--- src/rtl/pdb_pkg.sv ---
`timescale 1ns / 1ps

package pdb_pkg;

    // Image and frame geometry.
    localparam int IMG_W      = 640;
    localparam int IMG_H      = 480;
    localparam int NPIX       = IMG_W * IMG_H;
    localparam int ADDR_W     = $clog2(NPIX);
    localparam int COL_W      = $clog2(IMG_W);
    localparam int ROW_W      = $clog2(IMG_H);
    localparam int MAX_POINTS = 131072;
    localparam int CNT_W      = $clog2(MAX_POINTS + 1);

    // Field widths of the command and response beats.
    localparam int CMD_W    = 2;
    localparam int COORD_W  = 20;
    localparam int PIX_Q_W  = 16;
    localparam int STATUS_W = 3;
    localparam int DEPTH_W  = 24;
    localparam int INDEX_W  = 17;

    // One pixel store word: depth above winner index.
    localparam int WORD_W = DEPTH_W + INDEX_W;

    // Configuration port.
    localparam int ROT_W      = 18;
    localparam int OFFSET_W   = 21;
    localparam int CFG_DATA_W = 21;
    localparam int CFG_IDX_W  = 2;
    localparam logic signed [ROT_W-1:0] ROT_ZZ_RESET = 18'sd65536;

    // Depth arithmetic: Q.16 accumulator wide enough for three products and the offset.
    localparam int PROD_W  = ROT_W + COORD_W + 1;
    localparam int ACC_W   = PROD_W + 2;
    localparam int DFULL_W = ACC_W - 16;
    localparam logic [DEPTH_W-1:0] DEPTH_MAX = {DEPTH_W{1'b1}};

    typedef enum logic [CMD_W-1:0] {
        CMD_CLEAR  = 2'd0,
        CMD_INSERT = 2'd1,
        CMD_READ   = 2'd2
    } pdb_cmd_t;

    typedef enum logic [STATUS_W-1:0] {
        ST_CLEARED    = 3'd0,
        ST_WON        = 3'd1,
        ST_OFF_IMAGE  = 3'd2,
        ST_BEHIND     = 3'd3,
        ST_OCCLUDED   = 3'd4,
        ST_READ_HIT   = 3'd5,
        ST_READ_EMPTY = 3'd6,
        ST_OVERFLOW   = 3'd7
    } pdb_status_t;

    typedef enum logic [CFG_IDX_W-1:0] {
        CFG_ROT_ZX       = 2'd0,
        CFG_ROT_ZY       = 2'd1,
        CFG_ROT_ZZ       = 2'd2,
        CFG_DEPTH_OFFSET = 2'd3
    } pdb_cfg_idx_t;

    typedef enum logic [3:0] {
        S_INIT,
        S_IDLE,
        S_ROUND,
        S_ADDR,
        S_SUM,
        S_DEPTH,
        S_DECIDE,
        S_SWEEP,
        S_CLR_DONE
    } pdb_state_t;

    // Commands from the controller to the datapath.
    typedef struct packed {
        logic capture;
        logic sweep_step;
        logic finish;
        logic finish_clear;
    } pdb_ctrl_t;

    // Status from the datapath to the controller.
    typedef struct packed {
        logic sweep_last;
    } pdb_stat_t;

endpackage

--- src/rtl/pdb_ctrl.sv ---
`timescale 1ns / 1ps

module pdb_ctrl (
    input  logic                        clk,
    input  logic                        rst_n,
    input  logic                        cmd_valid,
    input  logic [pdb_pkg::CMD_W-1:0]   cmd_command,
    output logic                        cmd_ready,
    input  logic                        rsp_ready,
    output logic                        rsp_valid,
    input  pdb_pkg::pdb_stat_t          stat,
    output pdb_pkg::pdb_ctrl_t          ctrl
);

    pdb_pkg::pdb_state_t state_reg;
    pdb_pkg::pdb_state_t state_next;
    logic                rsp_valid_reg;
    logic                rsp_valid_next;
    logic                slot_free;

    // The response register can take a new beat when empty or being drained.
    assign slot_free = !rsp_valid_reg || rsp_ready;

    // Next-state logic.
    always_comb
    begin
        state_next = state_reg;
        case (state_reg)
            pdb_pkg::S_INIT:
            begin
                if (stat.sweep_last)
                begin
                    state_next = pdb_pkg::S_IDLE;
                end
            end
            pdb_pkg::S_IDLE:
            begin
                if (cmd_valid)
                begin
                    case (cmd_command)
                        pdb_pkg::CMD_CLEAR:  state_next = pdb_pkg::S_SWEEP;
                        pdb_pkg::CMD_INSERT: state_next = pdb_pkg::S_ROUND;
                        pdb_pkg::CMD_READ:   state_next = pdb_pkg::S_ROUND;
                        default:             state_next = pdb_pkg::S_IDLE;
                    endcase
                end
            end
            pdb_pkg::S_ROUND:  state_next = pdb_pkg::S_ADDR;
            pdb_pkg::S_ADDR:   state_next = pdb_pkg::S_SUM;
            pdb_pkg::S_SUM:    state_next = pdb_pkg::S_DEPTH;
            pdb_pkg::S_DEPTH:  state_next = pdb_pkg::S_DECIDE;
            pdb_pkg::S_DECIDE:
            begin
                if (slot_free)
                begin
                    state_next = pdb_pkg::S_IDLE;
                end
            end
            pdb_pkg::S_SWEEP:
            begin
                if (stat.sweep_last)
                begin
                    state_next = pdb_pkg::S_CLR_DONE;
                end
            end
            pdb_pkg::S_CLR_DONE:
            begin
                if (slot_free)
                begin
                    state_next = pdb_pkg::S_IDLE;
                end
            end
            default: state_next = pdb_pkg::S_IDLE;
        endcase
    end

    // Output logic: datapath commands and the command-side ready.
    always_comb
    begin
        ctrl      = '0;
        cmd_ready = 1'b0;
        case (state_reg)
            pdb_pkg::S_IDLE:
            begin
                cmd_ready    = 1'b1;
                ctrl.capture = cmd_valid;
            end
            pdb_pkg::S_INIT:     ctrl.sweep_step   = 1'b1;
            pdb_pkg::S_SWEEP:    ctrl.sweep_step   = 1'b1;
            pdb_pkg::S_DECIDE:   ctrl.finish       = slot_free;
            pdb_pkg::S_CLR_DONE: ctrl.finish_clear = slot_free;
            default:
            begin
                ctrl      = '0;
                cmd_ready = 1'b0;
            end
        endcase
    end

    // Response valid: set on a new beat, cleared when the beat is taken.
    always_comb
    begin
        rsp_valid_next = rsp_valid_reg;
        if (ctrl.finish || ctrl.finish_clear)
        begin
            rsp_valid_next = 1'b1;
        end
        else if (rsp_ready)
        begin
            rsp_valid_next = 1'b0;
        end
    end

    always_ff @(posedge clk or negedge rst_n)
    begin
        if (!rst_n)
        begin
            state_reg     <= pdb_pkg::S_INIT;
            rsp_valid_reg <= 1'b0;
        end
        else
        begin
            state_reg     <= state_next;
            rsp_valid_reg <= rsp_valid_next;
        end
    end

    assign rsp_valid = rsp_valid_reg;

endmodule

--- config.mk ---
export PLATFORM = sky130hd
export DESIGN_NAME = pdb_ctrl
export DESIGN_NICKNAME = d
export VERILOG_FILES = /design/src/rtl/pdb_pkg.sv /design/src/rtl/pdb_ctrl.sv
export SDC_FILE = /design/constraint.sdc
export NUM_CORES = 1
export LEC_CHECK = 0
export ABC_AREA = 1
export BUFFER_PORTS_ARGS = -buffer_cell sky130_fd_sc_hd__clkbuf_2
export CAP_MARGIN = 15
export CORE_ASPECT_RATIO = 0.9
export CORE_UTILIZATION = 25
export DETAILED_ROUTE_END_ITERATION = 16
export GPL_TIMING_DRIVEN = 0
export HOLD_SLACK_MARGIN = 0.1
export PLACE_DENSITY = 0.55
export REMOVE_ABC_BUFFERS = 1
export SETUP_SLACK_MARGIN = 0.15
export SYNTH_ARGS = -nofsm -noshare
export SYNTH_HDL_FRONTEND = slang
export SYNTH_SLANG_ARGS = --single-unit
--- constraint.sdc ---
create_clock -name clk -period 1.4 [get_ports clk]
set_input_delay 0.07 -clock clk [delete_from_list [all_inputs] [get_ports clk]]
set_output_delay 0.07 -clock clk [all_outputs]
set_load 0.01 [all_outputs]
# --- Yosys cells after proc, flatten, opt, wreduce, memory -nomap -nowiden ---
# Cells that the tools add are included.
totals:
  regBits: 5
  elab_cells: 39
classes:
  eq_ne: 14
  muxes: 13
  n_reduce_logical: 10
op_table:
  columns: ["op", "count"]
  rows:
  - ["$pmux W4 S8", 1]
  - ["$eq A4 B3 Y1 const B", 4]
  - ["$mux W4", 4]
  - ["$eq A4 B2 Y1 const B", 2]
  - ["$mux W1", 7]
  - ["$ne A2 B2 Y1 const B", 3]
  - ["$pmux W3 S2", 1]
  - ["$reduce_or A2 Y1", 3]
  - ["$eq A4 B1 Y1 const B", 1]
  - ["$eq A4 B4 Y1 const B", 1]
  - ["$logic_not A4 Y1", 1]
  - ["$reduce_and A4 Y1", 1]
  - ["$eq A2 B1 Y1 const B", 1]
  - ["$eq A2 B2 Y1 const B", 1]
  - ["$logic_not A2 Y1", 1]
  - ["$logic_or A1 B1 Y1", 2]
  - ["$ne A2 B1 Y1 const B", 1]
  - ["$reduce_bool A2 Y1", 1]
  - ["$logic_not A1 Y1", 1]

# --- Depth between registers and ports, before layout ---
# Gate-level depths: netlist of run 1.
logic_depth:
  depth_word: 5
  ltp_mapped: 9
  depth_no_buf: 8

# --- Worst setup path before layout of run 1 ---
# No wires, ideal clock.
synth_timing:
  kind: "flip-flop to flip-flop"
  start: "reg state_reg[3]"
  end: "reg state_reg[3]"
  setup_ps: 66
  arrival_ps: 1087
  t_required_ps: 1334
  slack_ps: 247
  path_stages_with_launch: 8
  path_cell_list: "dfrtp_1 nor2_2 nand3_2 clkinv_1 nand2_2 nand3_2 nand2_1 nand2_1"
synth_via:
  elab_chain_cells: 4
  word_cells_on_any_way: 16
  cone_classes: "eq/ne: 12; mux: 1; reduce/logical: 3"
synth_rtl:
  columns: ["element", "line_no", "text"]
  rows:
  - ["from (decl)", "pdb_ctrl.sv:15", "pdb_pkg::pdb_state_t state_reg;"]
  - ["from (signal assigned)", "pdb_ctrl.sv:118", "state_reg <= pdb_pkg::S_INIT;"]
  - ["from (signal assigned)", "pdb_ctrl.sv:123", "state_reg <= state_next;"]
  - ["$eq A4 B4 Y1 or $eq A4 B3 Y1 (tied branches)", "pdb_ctrl.sv:28", "case (state_reg)"]
  - ["$reduce_or A2 Y1 (no source line)", null, null]
  - ["$ne A2 B1 Y1 (no source line)", null, null]
  - ["$reduce_and A4 Y1 (no source line)", null, null]
# Several ways; a longest one is shown, not always the timed one.
# A chain may end at the register's enable or synchronous reset.

==> results of run 1 <==
-- power groups by stage --
stage                     clock (W)  sequential, W  combinational (W)
after floorplan                   0       0.000291           0.000505
after global placement            0       0.000303           0.000664
after detailed placement          0       0.000305           0.000670
after CTS                  0.000168       0.000328           0.000739
after global routing       0.000185       0.000334           0.000977
final                      0.000161       0.000325           0.000882
-- worst max-delay path: stages, from the launching register on --
cell,delay (ns)
dfrtp_2,0.44
nor2_4,0.17
nand3_2,0.11
nor2_1,0.09
buf_2,0.13
-- cells in the mapped netlist, types with 2 or more instances --
library cell / count
nand3_1: 9
nand2_1: 15
ha_1: 2
inv_1: 9
inv_2: 2
nand3_2: 2
nand4_1: 2
nand2_2: 7
dfrtp_1: 5
nor2_1: 9
-- cells by family (layout without fill, tap and decap cells) --
logic type | Yosys count | after routing | share of synthesized area
AO/OA/AOI/OAI | 1 | 1 | 0.0170
adder cells (fa/ha/maj) | 2 | 2 | 0.0565
buffers and inverters | 13 | 35 | 0.113
flip-flops | 5 | 5 | 0.282
AND/OR/NAND/NOR | 47 | 47 | 0.531
-- how the worst max path moves through the flow --
stage	from	endpoint	slack (ns)	cells after the start
floorplan	state_reg[3]	state_reg[0]	0.24	7
global placement	state_reg[3]	state_reg[3]	0.09	6
detailed placement	state_reg[3]	state_reg[3]	0.10	6
CTS	state_reg[2]	ctrl[1]	0.13	5
global route	state_reg[3]	ctrl[3]	0.08	4
finish	state_reg[3]	ctrl[3]	0.15	4
-- timing repair --
item | CTS | global route
endpoints found under the hold margin | 5 | 0
endpoints found under the setup margin | 9 | 9
pin swaps | 2 | 5
resized for setup | 7 | 10
buffers inserted | 2 | 4
hold buffers | 1 | 0
-- per-layer routing --
metal | vias to the layer above | share of wire | global-route usage
met3 | 0 | 0.033 | 0.0304
li1 | 253 | - | -
met5 | - | 0 | 0
met1 | 225 | 0.44 | 0.116
met2 | 11 | 0.52 | 0.169
met4 | 0 | 0 | 0.0294
-- cell type report --
class	instances	area, µm²	share of cell area
multi-input combinational	50	295	0.456
timing repair buffer	19	121	0.188
tap	24	30.0	0.0464
inverter	12	45.0	0.0696
clock buffer	4	26.3	0.0406
sequential	5	129	0.199
-- metrics by stage --
step | hold slack, ns | cell area [µm²] | util | cells
2_1_floorplan | -0.226 | 438 | - | 67
3_3_place_gp | -0.113 | 528 | 0.317 | 103
3_5_place_dp | -0.106 | 528 | 0.317 | 103
4_1_cts | 0.188 | 593 | 0.356 | 110
5_1_grt | 0.197 | 647 | 0.389 | 114
6_report | 0.188 | 647 | 0.389 | 114
==> parameters.txt, run 1 <==
Parameter                              Value

Run status
  Result of the run    complete, no violations

Clock network
  Clock tree root buffer cell    clkbuf_4
  Number of buffers created by CTS    3
  Total number of H-tree levels    1
  Maximum clock path buffer count    2
  Post-CTS clock slew at the launch and capture registers of the worst setup and hold paths    0.04 ns
  Clk Latency, worst-skew pair    0.23 ns
  Sinks on Clock Net    5
  TritonCTS clock tree    yes

Finish
  Most common library cell in the layout ignoring fill and taps    nand2_1
  Post-layout nets    100
  Number of flip-flops under the largest register name    4
  Total of fill cells in the finished design    198
  Fraction of final layout cells sized beyond drive strength 1    0.489
  Ant. Diodes    0
  Most frequent cells in the layout    14 x nand2_1, 9 x nand3_1, 8 x inv_1, 8 x clkbuf_2, 7 x nand2_2
  Growth of design area from synthesis to finish    46.0%

STA
  Final clock skew    0.00131 ns
  Final Worst Setup Slack    0.151 ns
  Finish-stage setup viols    0
  Number of pins with negative max-slew slack in the final report    0
  Actual slew at the worst max-slew pin    0.334 ns
  Clock period minus worst slack    1.25 ns
  Final Hold Fails    0
  Top achievable clock speed    800 MHz
  Post-route fraction of the period consumed by the critical path    0.892
  Relative slew slack    0.776
  Setup repair after global routing missed its margin    yes
  Summed negative setup slack over all endpoints    0 ns

Floorplanning
  Standard-cell rows    14
  Total Die Area    0.00194 mm²
  Area of the core region    0.00166 mm²
  Vert. Die Dim    41.9 µm
  Initial core utilization    0.266
  I/O pin count    13
  Die Width    46.4 µm

Power
  NetSw    0.000634 W
  Leakage power of the design    0.386 nW
  Total power per unit cell area    2110 mW/mm²
  Design internal power    0.000734 W
  Worst IR drop on VDD    0.697 mV
  Clk pwr share    0.118
  Portion of total power attributed to sequential cells    0.238
  Sw frac    0.464
  Combinational power share    0.645
  Pwr Total    0.00137 W

Synth
  Commonest register cell after synthesis    dfrtp_1
  Most area-hungry cell type in the Yosys netlist    dfrtp_1
  Part of the Yosys area used for sequential elements    0.282
  Avg Inst Size Synth    6.51 µm²
  Count of flip-flops with a built-in enable after synthesis    0
  Post-synthesis sequential element count    5
  Synthesized netlist cell count    68
  Netlist area before placement    443 µm²
  Fraction of registers with async set/reset    1.00
  Top cell type's share of synthesized area    0.282
  Dominant cells by area after synthesis    dfrtp_1 28%, nand2_1 13%, nand3_1 10%
  Synth cell types    16
  Yosys synthesis warning count    0

Placed design
  GPL Wtd Cong    0.825
  Post-DP HPWL    770 µm
  Number of buffer cells added on primary ports    12
  Post-Place Setup Slack    0.104 ns

Route
  Drt total wl    1020 µm
  Number of DRC violations after detailed-routing iteration 0    4
  Vias    489
  Wire per inst    8.97 µm
  Length of the first detailed-routing pass in iterations    4
  Final ANT Viol Nets    0
  Post-DR vias/cell    4.29
  DRC    0

Critical path
  Nature of the critical path startpoint    flop
  Worst Setup End Kind    primary output
  R2R cell count    7
  Critical R2R Launch    state_reg[3]
  R2r setup slk    0.18 ns
  WP data arrival    1.18 ns
  Setup Crit Path Kind    flop to primary output
  Required arrival time at the worst endpoint    1.33 ns
  Reg-to-Reg End    state_reg[2]
  Worst Path Max Fanout    5

GRT
  Number of antenna violations at the first check in global routing    0
  Maximum number of pins on one net before global-route repair    10
  Grt total ovfl    0
  First-pass GRT wire length    1440 µm
  Vias in the first global route    413
  Total global-route track usage    0.100

Min path
  Worst hold path type    input pin to asynchronous set/reset pin

Flow run
  Maxcap violations    0
Power figures use the tool's default switching activity.
==> run 2: changes to the inputs <==
CORE_MARGIN = 10   (was default)
==> parameters.txt, run 2 (synthesis results as in run 1) <==
Parameter                              Value

Run status
  Result of the run    complete, no violations

Critical path
  Source of the critical timing path    state_reg[3]
  Required arrival time at the worst endpoint    1.33 ns
  Worst Setup End Kind    primary output
  WP data arrival    1.18 ns
  Nature of the critical path startpoint    flop
  Setup Crit Path Kind    flop to primary output
  Critical R2R Launch    state_reg[3]
  Worst Path Max Fanout    4

Finish
  Fraction of final layout cells sized beyond drive strength 1    0.472
  Most common library cell in the layout ignoring fill and taps    nand2_1
  Non-filler cells, final    113
  Sequential cell area in the final layout    129 µm²
  Growth of design area from synthesis to finish    41.5%
  Post-layout nets    99
  Total of fill cells in the finished design    202
  Most frequent cells in the layout    14 x nand2_1, 9 x nand3_1, 8 x inv_1, 8 x nand2_2, 8 x clkbuf_2
  Number of flip-flops under the largest register name    4
  Final Core Density    0.373
  Ant. Diodes    0
  Area of the multi-input gates    283 µm²

STA
  Setup repair after global routing missed its margin    yes
  Clock period minus worst slack    1.25 ns
  Number of pins with negative max-slew slack in the final report    0
  Finish-stage setup viols    0
  Summed negative setup slack over all endpoints    0 ns
  Final clock skew    0.00575 ns
  Final Hold Fails    0
  Top achievable clock speed    800 MHz
  Post-route fraction of the period consumed by the critical path    0.893
  Actual slew at the worst max-slew pin    0.246 ns
  Relative slew slack    0.835

Clock network
  Clock tree root buffer cell    clkbuf_4
  Post-CTS clock slew at the launch and capture registers of the worst setup and hold paths    0.05 ns
  Total number of H-tree levels    1
  TritonCTS clock tree    yes
  Maximum clock path buffer count    2
  Clk Latency, worst-skew pair    0.25 ns
  Number of buffers created by CTS    3
  Sinks on Clock Net    5

Route
  Final ANT Viol Nets    0
  Number of DRC violations after detailed-routing iteration 0    19
  Length of the first detailed-routing pass in iterations    4
  Drt total wl    1170 µm
  Post-DR vias/cell    4.30
  DRC    0
  Wire per inst    10.4 µm
  Vias    486

Floorplanning
  Standard-cell rows    14
  Die Width    64.4 µm
  Initial core utilization    0.263
  Total Die Area    0.00386 mm²
  Area of the core region    0.00168 mm²
  Vert. Die Dim    59.9 µm
  I/O pin count    13

GRT
  Maximum number of pins on one net before global-route repair    8
  Global Route met3 Usage    0.0411
  Vias in the first global route    489
  Grt total ovfl    0
  First-pass GRT wire length    2080 µm
  Grt met1 use    0.0714
  Total global-route track usage    0.0662
  GR Layer Usage met2    0.104
  Most Used Layer, Global Route    met2
  Number of antenna violations at the first check in global routing    0

Power
  Leakage power of the design    0.362 nW
  Pwr Total    0.00134 W
  Total power per unit cell area    2140 mW/mm²
  Worst IR drop on VDD    0.862 mV

Placed design
  Number of buffer cells added on primary ports    12
  Post-DP HPWL    894 µm
  Number of cells after detailed placement    103
  GPL Wtd Cong    0.807

Min path
  Worst hold path type    input pin to asynchronous set/reset pin

Flow run
  Maxcap violations    0
## run 2: cell count changes in the layout (fill, tap and decap cells not counted), sizes merged
cell    previous run  this run
buf               10         9
clkinv             0         1
inv               12        11
## run 2: area by class of cell
class                           instances  share of cell area
Inverter                               12              0.0719
Clock buffer                            4              0.0419
Sequential cell                         5               0.206
Timing Repair Buffer                   18               0.182
Tap cell                               24              0.0479
Multi-Input combinational cell         50               0.451
## run 2: worst paths after layout
path	to	slack (ns)	cells after the start
max	ctrl[1]	0.15	4
min	rsp_valid	0.18	2
max reg2reg	state_reg[2]	0.19	8
min reg2reg	state_reg[3]	0.58	2
max in group asynchronous	state_reg[3]	1.07	2
min in group clk	state_reg[1]	0.26	5
## run 2: repair_timing
action                                  in CTS  in global routing
pin swaps                                    3                  3
resized for setup                            7                  7
setup buffers                                2                  3
cloned                                       0                  0
endpoints found under the hold margin        5                  0
endpoints found under the setup margin       9                  9
hold buffers                                 1                  0
## run 2: metal layers
metal | vias to the layer above | wire length, µm
met1 | 214 | 503
met4 | 0 | 0
met3 | 0 | 99
met2 | 21 | 572
li1 | 251 | -
met5 | - | 0
## run 2: critical path, cell delays in order, from the launching register on
cell and delay, ns:
dfrtp_2 0.45, nor2_4 0.18, nand2_2 0.08, nor2_1 0.09
buf_2 0.14
## run 2: power breakdown
part	switching [W]	total [W]	internal (W)
Clock	0.0000644	0.000172	0.000108
Sequential	0.0000985	0.000318	0.000219
Combinational	0.000475	0.000854	0.000379
## run 2: through the flow
step           worst slack, ns  hold WS (ns)  area, µm²
3_5_place_dp            0.0780        -0.107        528
4_1_cts                  0.105         0.172        593
6_report                 0.150         0.175        627
3_3_place_gp            0.0863        -0.110        528
2_1_floorplan            0.245        -0.226        438
5_1_grt                 0.0656         0.189        627
